==> src/hw/rtl/ljfd_pkg.sv <==
// Package for the longest-job-first dispatcher.
// Holds field widths, item kind codes, the entry word and the control/status structs.
// No dependencies.
package ljfd_pkg;

    localparam int QUEUE_DEPTH_DEF = 8;

    localparam int ID_W    = 8;
    localparam int BURST_W = 16;
    localparam int WAIT_W  = 16;
    localparam int AGE_W   = 8;
    localparam int RCNT_W  = 4;

    // item kinds
    localparam logic KIND_ARRIVE = 1'b0;
    localparam logic KIND_TICK   = 1'b1;

    localparam logic [WAIT_W-1:0] WAIT_MAX = '1;
    localparam logic [AGE_W-1:0]  AGE_MAX  = '1;

    typedef struct packed {
        logic [ID_W-1:0]    id;
        logic [BURST_W-1:0] burst;
        logic [WAIT_W-1:0]  wait_cnt;
        logic [AGE_W-1:0]   age;
    } t_entry;

    // controller to datapath
    typedef struct packed {
        logic start;   // transaction accepted: latch item; on a tick, count down or retire the running job
        logic rd_en;   // read one entry of the sweep
        logic commit;  // apply dispatch or insert, load result register
    } t_cmd;

    // datapath to controller
    typedef struct packed {
        logic out_free;
    } t_sts;

endpackage

==> src/hw/rtl/ljfd_ctrl.sv <==
// Controller for the longest-job-first dispatcher: accept, sweep, drain, commit.
// Depends on ljfd_pkg (t_cmd, t_sts, QUEUE_DEPTH_DEF).
module ljfd_ctrl #(
    parameter int QUEUE_DEPTH = ljfd_pkg::QUEUE_DEPTH_DEF
) (
    input  logic                           i_clk,
    input  logic                           i_rst_n,
    input  logic                           i_in_valid,
    output logic                           o_in_ready,
    input  ljfd_pkg::t_sts                 i_sts,
    output ljfd_pkg::t_cmd                 o_cmd,
    output logic [$clog2(QUEUE_DEPTH)-1:0] o_rd_idx
);

    localparam int IW = $clog2(QUEUE_DEPTH);

    localparam logic [1:0] ST_IDLE  = 2'd0;
    localparam logic [1:0] ST_SCAN  = 2'd1;
    localparam logic [1:0] ST_DRAIN = 2'd2;
    localparam logic [1:0] ST_FIN   = 2'd3;

    logic [1:0]    r_state, n_state;
    logic [IW-1:0] r_idx, n_idx;

    always_comb begin
        n_state      = r_state;
        n_idx        = r_idx;
        o_in_ready   = 1'b0;
        o_cmd.start  = 1'b0;
        o_cmd.rd_en  = 1'b0;
        o_cmd.commit = 1'b0;
        case (r_state)
            ST_IDLE: begin
                o_in_ready = 1'b1;
                if (i_in_valid) begin
                    o_cmd.start = 1'b1;
                    n_idx       = '0;
                    n_state     = ST_SCAN;
                end
            end
            ST_SCAN: begin
                o_cmd.rd_en = 1'b1;
                n_idx       = r_idx + 1'b1;
                if (r_idx == IW'(QUEUE_DEPTH - 1)) begin
                    n_state = ST_DRAIN;
                end
            end
            ST_DRAIN: begin
                n_state = ST_FIN;
            end
            ST_FIN: begin
                // hold until the result register can take the new transaction
                if (i_sts.out_free) begin
                    o_cmd.commit = 1'b1;
                    n_state      = ST_IDLE;
                end
            end
            default: begin
                n_state = ST_IDLE;
            end
        endcase
    end

    assign o_rd_idx = r_idx;

    always_ff @(posedge i_clk) begin
        if (!i_rst_n) begin
            r_state <= ST_IDLE;
            r_idx   <= '0;
        end else begin
            r_state <= n_state;
            r_idx   <= n_idx;
        end
    end

endmodule

==> src/hw/rtl/ljfd_dp.sv <==
// Datapath for the longest-job-first dispatcher: entry memory, valid bits, best-job
// tracker, running-job timer and result register. Depends on ljfd_pkg.
module ljfd_dp #(
    parameter int QUEUE_DEPTH = ljfd_pkg::QUEUE_DEPTH_DEF
) (
    input  logic                                i_clk,
    input  logic                                i_rst_n,
    input  ljfd_pkg::t_cmd                      i_cmd,
    input  logic [$clog2(QUEUE_DEPTH)-1:0]      i_rd_idx,
    output ljfd_pkg::t_sts                      o_sts,
    input  logic                                i_kind,
    input  logic [ljfd_pkg::ID_W-1:0]           i_job_id,
    input  logic [ljfd_pkg::BURST_W-1:0]        i_burst,
    output logic                                o_out_valid,
    input  logic                                i_out_ready,
    output logic                                o_dispatched,
    output logic [ljfd_pkg::ID_W-1:0]           o_dispatched_id,
    output logic [ljfd_pkg::WAIT_W-1:0]         o_dispatched_wait,
    output logic                                o_retired,
    output logic                                o_busy_res,
    output logic [ljfd_pkg::RCNT_W-1:0]         o_ready_count,
    output logic                                o_overflow
);

    localparam int IW = $clog2(QUEUE_DEPTH);
    localparam int CW = $clog2(QUEUE_DEPTH + 1);

    ljfd_pkg::t_entry mem [QUEUE_DEPTH];

    // control state
    logic [QUEUE_DEPTH-1:0]         r_valid;
    logic [CW-1:0]                  r_count;
    logic                           r_running;
    logic [ljfd_pkg::BURST_W-1:0]   r_remaining;
    logic                           r_pv;
    logic                           r_out_vld;

    // item and sweep payload
    logic                           r_kind;
    logic [ljfd_pkg::ID_W-1:0]      r_id;
    logic [ljfd_pkg::BURST_W-1:0]   r_burst;
    logic [IW-1:0]                  r_slot;
    logic                           r_slot_ok;
    logic                           r_ret;
    logic                           r_do_disp;
    logic [IW-1:0]                  r_pidx;
    ljfd_pkg::t_entry               r_rd;
    logic                           r_best_vld;
    logic [IW-1:0]                  r_best_idx;
    logic [ljfd_pkg::BURST_W-1:0]   r_best_burst;
    logic [ljfd_pkg::AGE_W-1:0]     r_best_age;
    logic [ljfd_pkg::ID_W-1:0]      r_best_id;
    logic [ljfd_pkg::WAIT_W-1:0]    r_best_wait;

    // result register
    logic                           r_o_disp;
    logic [ljfd_pkg::ID_W-1:0]      r_o_id;
    logic [ljfd_pkg::WAIT_W-1:0]    r_o_wait;
    logic                           r_o_ret;
    logic                           r_o_busy;
    logic [ljfd_pkg::RCNT_W-1:0]    r_o_cnt;
    logic                           r_o_ovf;

    logic [IW-1:0]                  free_slot;
    logic                           run_keep;
    logic                           proc;
    logic                           better;
    logic                           dispatch_now;
    logic                           insert_now;
    logic [CW-1:0]                  n_count;
    logic [CW+ljfd_pkg::RCNT_W-1:0] count_ext;
    logic                           w_en;
    logic [IW-1:0]                  w_addr;
    ljfd_pkg::t_entry               w_data;

    // lowest free slot of the ready table
    always_comb begin
        free_slot = '0;
        for (int i = QUEUE_DEPTH - 1; i >= 0; i--) begin
            if (!r_valid[i]) begin
                free_slot = IW'(i);
            end
        end
    end

    assign run_keep = r_running && (r_remaining > ljfd_pkg::BURST_W'(1));
    assign proc     = r_pv && r_valid[r_pidx];
    assign better   = !r_best_vld || (r_rd.burst > r_best_burst) ||
                      ((r_rd.burst == r_best_burst) && (r_rd.age < r_best_age));

    assign dispatch_now = (r_kind == ljfd_pkg::KIND_TICK) && r_do_disp && r_best_vld;
    assign insert_now   = (r_kind == ljfd_pkg::KIND_ARRIVE) && r_slot_ok;

    always_comb begin
        n_count = r_count;
        if (dispatch_now) begin
            n_count = r_count - 1'b1;
        end else if (insert_now) begin
            n_count = r_count + 1'b1;
        end
    end
    assign count_ext = {{ljfd_pkg::RCNT_W{1'b0}}, n_count};

    // single write port: sweep updates, or the new entry at commit
    always_comb begin
        w_en   = 1'b0;
        w_addr = r_pidx;
        w_data = r_rd;
        if (i_cmd.commit) begin
            w_en           = insert_now;
            w_addr         = r_slot;
            w_data.id      = r_id;
            w_data.burst   = r_burst;
            w_data.wait_cnt = '0;
            w_data.age     = '0;
        end else if (proc) begin
            if (r_kind == ljfd_pkg::KIND_TICK) begin
                w_en = 1'b1;
                if (r_rd.wait_cnt != ljfd_pkg::WAIT_MAX) begin
                    w_data.wait_cnt = r_rd.wait_cnt + 1'b1;
                end
            end else if (r_slot_ok) begin
                w_en = 1'b1;
                if (r_rd.age != ljfd_pkg::AGE_MAX) begin
                    w_data.age = r_rd.age + 1'b1;
                end
            end
        end
    end

    always_ff @(posedge i_clk) begin
        if (i_cmd.rd_en) begin
            r_rd <= mem[i_rd_idx];
        end
        if (w_en) begin
            mem[w_addr] <= w_data;
        end
    end

    // item latch, best-job tracker and result register load
    always_ff @(posedge i_clk) begin
        if (i_cmd.start) begin
            r_kind     <= i_kind;
            r_id       <= i_job_id;
            r_burst    <= i_burst;
            r_slot     <= free_slot;
            r_slot_ok  <= ~&r_valid;
            r_ret      <= (i_kind == ljfd_pkg::KIND_TICK) && r_running && !run_keep;
            r_do_disp  <= (i_kind == ljfd_pkg::KIND_TICK) && !run_keep;
            r_best_vld <= 1'b0;
        end else if (proc && (r_kind == ljfd_pkg::KIND_TICK) && better) begin
            r_best_vld   <= 1'b1;
            r_best_idx   <= r_pidx;
            r_best_burst <= r_rd.burst;
            r_best_age   <= r_rd.age;
            r_best_id    <= r_rd.id;
            r_best_wait  <= r_rd.wait_cnt;
        end
        if (i_cmd.rd_en) begin
            r_pidx <= i_rd_idx;
        end
        if (i_cmd.commit) begin
            r_o_disp <= dispatch_now;
            r_o_id   <= dispatch_now ? r_best_id : '0;
            r_o_wait <= dispatch_now ? r_best_wait : '0;
            r_o_ret  <= (r_kind == ljfd_pkg::KIND_TICK) && r_ret;
            r_o_busy <= dispatch_now || r_running;
            r_o_cnt  <= count_ext[ljfd_pkg::RCNT_W-1:0];
            r_o_ovf  <= (r_kind == ljfd_pkg::KIND_ARRIVE) && !r_slot_ok;
        end
    end

    // control state
    always_ff @(posedge i_clk) begin
        if (!i_rst_n) begin
            r_valid     <= '0;
            r_count     <= '0;
            r_running   <= 1'b0;
            r_remaining <= '0;
            r_pv        <= 1'b0;
            r_out_vld   <= 1'b0;
        end else begin
            r_pv <= i_cmd.rd_en;
            if (i_cmd.start && (i_kind == ljfd_pkg::KIND_TICK) && r_running) begin
                // retire at one remaining tick or less, else count down
                if (run_keep) begin
                    r_remaining <= r_remaining - 1'b1;
                end else begin
                    r_running   <= 1'b0;
                    r_remaining <= '0;
                end
            end
            if (i_cmd.commit) begin
                r_count <= n_count;
                if (dispatch_now) begin
                    r_running            <= 1'b1;
                    r_remaining          <= r_best_burst;
                    r_valid[r_best_idx]  <= 1'b0;
                end
                if (insert_now) begin
                    r_valid[r_slot] <= 1'b1;
                end
            end
            if (i_cmd.commit) begin
                r_out_vld <= 1'b1;
            end else if (i_out_ready) begin
                r_out_vld <= 1'b0;
            end
        end
    end

    assign o_sts.out_free   = !r_out_vld || i_out_ready;
    assign o_out_valid       = r_out_vld;
    assign o_dispatched      = r_o_disp;
    assign o_dispatched_id   = r_o_id;
    assign o_dispatched_wait = r_o_wait;
    assign o_retired         = r_o_ret;
    assign o_busy_res        = r_o_busy;
    assign o_ready_count     = r_o_cnt;
    assign o_overflow        = r_o_ovf;

endmodule

==> src/hw/rtl/longest_job_first_dispatcher_unit.sv <==
// Top level of the longest-job-first dispatcher: controller plus datapath.
// Depends on ljfd_pkg, ljfd_ctrl and ljfd_dp.
//
//  channel | handshake                 | payload
//  --------+---------------------------+----------------------------------------------
//  in      | i_in_valid / o_in_ready   | i_kind, i_job_id, i_burst
//  out     | o_out_valid / i_out_ready | o_dispatched, o_dispatched_id,
//          |                           | o_dispatched_wait, o_retired, o_busy_res,
//          |                           | o_ready_count, o_overflow
//
// Each transaction passes through the accept state, then the sweep reads
// one entry of the ready-table memory per cycle, then the drain state and the commit state.
// One result per transaction; the result register frees the input side, and the
// commit cycle holds while an earlier result is still not taken.
// Reset (i_rst_n low, synchronous) empties the table and idles the processor.
module longest_job_first_dispatcher_unit #(
    parameter int QUEUE_DEPTH = ljfd_pkg::QUEUE_DEPTH_DEF
) (
    input  logic                        i_clk,
    input  logic                        i_rst_n,
    input  logic                        i_in_valid,
    output logic                        o_in_ready,
    input  logic                        i_kind,
    input  logic [ljfd_pkg::ID_W-1:0]   i_job_id,
    input  logic [ljfd_pkg::BURST_W-1:0] i_burst,
    output logic                        o_out_valid,
    input  logic                        i_out_ready,
    output logic                        o_dispatched,
    output logic [ljfd_pkg::ID_W-1:0]   o_dispatched_id,
    output logic [ljfd_pkg::WAIT_W-1:0] o_dispatched_wait,
    output logic                        o_retired,
    output logic                        o_busy_res,
    output logic [ljfd_pkg::RCNT_W-1:0] o_ready_count,
    output logic                        o_overflow
);

    ljfd_pkg::t_cmd                 cmd;
    ljfd_pkg::t_sts                 sts;
    logic [$clog2(QUEUE_DEPTH)-1:0] rd_idx;

    ljfd_ctrl #(
        .QUEUE_DEPTH(QUEUE_DEPTH)
    ) u_ctrl (
        .i_clk      (i_clk),
        .i_rst_n    (i_rst_n),
        .i_in_valid (i_in_valid),
        .o_in_ready (o_in_ready),
        .i_sts      (sts),
        .o_cmd      (cmd),
        .o_rd_idx   (rd_idx)
    );

    ljfd_dp #(
        .QUEUE_DEPTH(QUEUE_DEPTH)
    ) u_dp (
        .i_clk             (i_clk),
        .i_rst_n           (i_rst_n),
        .i_cmd             (cmd),
        .i_rd_idx          (rd_idx),
        .o_sts             (sts),
        .i_kind            (i_kind),
        .i_job_id          (i_job_id),
        .i_burst           (i_burst),
        .o_out_valid       (o_out_valid),
        .i_out_ready       (i_out_ready),
        .o_dispatched      (o_dispatched),
        .o_dispatched_id   (o_dispatched_id),
        .o_dispatched_wait (o_dispatched_wait),
        .o_retired         (o_retired),
        .o_busy_res        (o_busy_res),
        .o_ready_count     (o_ready_count),
        .o_overflow        (o_overflow)
    );

endmodule

==> config.mk <==
export PLATFORM = sky130hd
export DESIGN_NAME = longest_job_first_dispatcher_unit
export DESIGN_NICKNAME = d
export VERILOG_FILES = /design/src/hw/rtl/ljfd_pkg.sv /design/src/hw/rtl/ljfd_ctrl.sv /design/src/hw/rtl/ljfd_dp.sv /design/src/hw/rtl/longest_job_first_dispatcher_unit.sv
export SDC_FILE = /design/constraint.sdc
export NUM_CORES = 1
export LEC_CHECK = 0
export BUFFER_PORTS_ARGS = -buffer_cell sky130_fd_sc_hd__buf_2
export CAP_MARGIN = 40
export CORE_ASPECT_RATIO = 0.75
export CORE_MARGIN = 2
export CORE_UTILIZATION = 45
export CTS_BUF_LIST = sky130_fd_sc_hd__clkbuf_4
export CTS_CLUSTER_DIAMETER = 60
export DETAILED_ROUTE_END_ITERATION = 8
export PLACE_DENSITY = 0.71
export SYNTH_ARGS = -nofsm -noshare
export SYNTH_HDL_FRONTEND = slang
export SYNTH_HIERARCHICAL = 1
export SYNTH_SLANG_ARGS = --single-unit
==> constraint.sdc <==
create_clock -name i_clk -period 5.6 [get_ports i_clk]
set_clock_uncertainty 0.2 [all_clocks]
set_input_delay 0 -clock i_clk [delete_from_list [all_inputs] [get_ports i_clk]]
set_output_delay 0 -clock i_clk [all_outputs]
set_load 0.01 [all_outputs]
==> results_dict.tcl <==
set metrics [dict create \
    cts_setup_buffers 0 \
    cts_tree "yes" \
    tns_ns 0 \
    hpwl_mm 27.7 \
    first_global_vias 13000 \
    clock.fmax_mhz 274 \
    cp_cell_sequence "ha_1, and2_4, inv_1, nor3_1, a21oi_1, nor2_4, buf_12" \
    io_buffers 62 \
    hold-path-cell-count 5 \
    ios 63 \
    drc 0 \
    nNetsFinal 1570 \
    cts.clk_slew.worst_paths_ns 0.06 \
    grt_use_total_pct 18.7 \
    dpl-instance-area_sq_um 24800 \
    worstMarginPinSlew_ns 0.928 \
    synth_edf_count 549 \
    relSlewSlack_pct 37.7 \
    ys_seq_area_share_pct 73.7 \
    drtAntennaViolNets 0 \
    syn_nets 1325 \
    dieArea_sq_um 53800 \
    arrival_ns 3.94 \
    p_leak_nw 9.05 \
    finalHoldViolCount 0 \
    drt_iter0_markers 1442 \
    netlist_area_sq_um 23400 \
    grt_max_degree 75 \
    routed_wl_mm 48.8 \
    rsz0062_at_grt "false" \
    layout_common_cells "549 x edfxtp_1, 207 x clkbuf_4, 98 x mux4_2" \
    final_cells 2313 \
    area_growth_pct 16.8 \
    gp_congestion 0.798 \
    period_needed_ns 3.65 \
    cp-end-kind "flip-flop" \
    fp.dieH_um 201 \
    core-area_sq_um 51400 \
    start_kind "flip-flop" \
    design_area_sq_um 27300 \
    antenna_found_initial 3 \
    synth.distinct_cells 61 \
    place_inst 2005 \
    p_per_area_nw_per_um2 392 \
    cts_buffers 143 \
    register_area_sq_um 17200 \
    via_per_inst 5.45 \
    maxCapViolCount 0 \
    clockBufferDepth 3 \
    drv_slew 0 \
    synth.avg_cell_area_sq_um 18.5 \
    wl_per_cell_um 21.1 \
    num_vias 12600 \
    fp.dieW_um 267 \
    clk_latency_ns 0.86 \
    hp-class "input pin to flip-flop" \
    synth_seq_cells 586 \
    outcome "finished clean" \
    max_stage_delay_ns 0.74 \
    num_rows 72 \
    r2r_cells 7 \
    htreeDepth 4 \
    period_share_pct 65.1 \
    crit_fanout 27 \
    netlist_instances 1261 \
    drt-pass1-iter-count 5 \
    slowest_stage "nor2_4" \
    fillCellCount 4024 \
    synthArstFlopShare_pct 0 \
    setup_viol 0 \
    drive_gt1_share_pct 32.6 \
    cts_sinks 586 \
    ys.flop_type "edfxtp_1" \
    synth.yosys.warnings 6 \
    multi_input_area_sq_um 5830 \
    root_buffer "clkbuf_4" \
    required_ns 5.89 \
    peakVddDrop_mv 0.206 \
    path_class "flip-flop to flip-flop" \
    grt-ovfl-total 0 \
    start_util_pct 45.4 \
    grt_pass1_wl_mm 75.6 \
    final_common_cell "edfxtp_1" \
]
## report_power, final
| part | switching [mW] | internal [mW] | leakage [nW] |
|---|---|---|---|
| logic | 0.839 | 0.599 | 2.66 |
| clock network | 1.67 | 1.97 | 1.10 |
| registers | 0.234 | 5.37 | 5.29 |
## registers in the layout, indices dropped and copies added (netlist names), 2 cells and up
signal                  flops
u_dp/r_count                4
u_dp/o_ready_count          4
u_dp/r_pidx                 3
u_dp/r_valid                8
u_dp/r_id                   8
u_ctrl/o_rd_idx             3
u_dp/r_best_idx             3
u_dp/r_best_age             8
u_dp/mem                  384
u_dp/r_rd                  48
u_dp/o_dispatched_wait     16
u_dp/r_best_id              8
u_dp/o_dispatched_id        8
u_dp/r_burst               16
u_dp/r_best_burst          16
u_dp/r_slot                 3
u_ctrl/r_state              2
u_dp/r_remaining           16
u_dp/r_best_wait           16
## path summary, 6_finish.rpt
path / slack (ns) / from / end
max: 1.95 / u_ctrl/r_state[0] / u_dp/mem[2][22]
min: 0.06 / i_kind / u_dp/r_remaining[1]
max reg2reg: 1.95 / u_ctrl/r_state[0] / u_dp/mem[2][22]
min reg2reg: 0.25 / u_dp/r_rd[41] / u_dp/r_best_id[1]
## final cells by class
cell class | instances | area share (%)
Sequential cell | 586 | 63.2
Multi-Input combinational cell | 586 | 21.4
Clock buffer | 207 | 5.70
Timing Repair Buffer | 148 | 4.68
Tap cell | 703 | 3.23
Clock inverter | 40 | 1.23
Inverter | 41 | 0.564
Antenna cell | 2 | 0.0184
## through the flow
step / utilization (%) / hold slack (ns) / setup WS (ns) / power, mW
after global placement: 47.8 / -0.0238 / 1.83 / 7.00
after detailed placement: 48.2 / -0.0219 / 2.02 / 7.10
final: 53.0 / 0.0620 / 1.95 / 10.7
after floorplan: - / -0.101 / 0.602 / 6.57
after global routing: 53.0 / 0.0262 / 1.79 / 11.2
after CTS: 53.0 / 0.00368 / 1.95 / 10.8
## cell usage after synthesis, types with 10 or more instances
cell type	count	area, sq um
dfxtp_1	37	741
a21oi_1	24	120
xnor2_1	18	158
nand2_1	47	176
clkbuf_1	31	116
nor2_1	42	158
o21ai_2	10	87.6
nand3_1	19	95.1
mux2_2	73	822
nand4_1	15	93.8
o21ai_0	31	155
and2_1	32	200
a21boi_0	13	97.6
inv_1	40	150
nor2b_1	16	100
edfxtp_1	549	16500
nor3_1	19	95.1
mux4_2	98	2210
ha_1	35	438
## metal layers
layer / routed length (um) / vias up / track usage [%]
met1: 21900 / 6400 / 27.5
li1: - / 5593 / -
met5: 0 / - / 0
met2: 22100 / 536 / 27.4
met4: 730 / 0 / 5.56
met3: 4060 / 76 / 5.21
## kinds of logic after synthesis
logic type      Yosys count  synth area share [%]
flops                   586                  73.7
simple gates            234                  5.28
mux                     177                  13.2
compound gates          117                  3.39
buf+inv                  89                  1.62
fa+ha+maj                35                  1.87
xor+xnor                 23                 0.862
## critical path, delay by kind of cell (launching register included)
family / cells / cell delay, ns
flip-flops: 1 / 0.39
AO/OA/AOI/OAI: 1 / 0.32
buffers and inverters: 2 / 0.55
adder cells (fa/ha/maj): 1 / 0.20
AND/OR/NAND/NOR: 3 / 1.61
## timing repair
action                                  CTS  global route
endpoints found under the setup margin    0             0
hold buffers                             59             0
resized for setup                         0             0
endpoints found under the hold margin   111             0
Note: power is estimated with default switching activity, not from simulation.
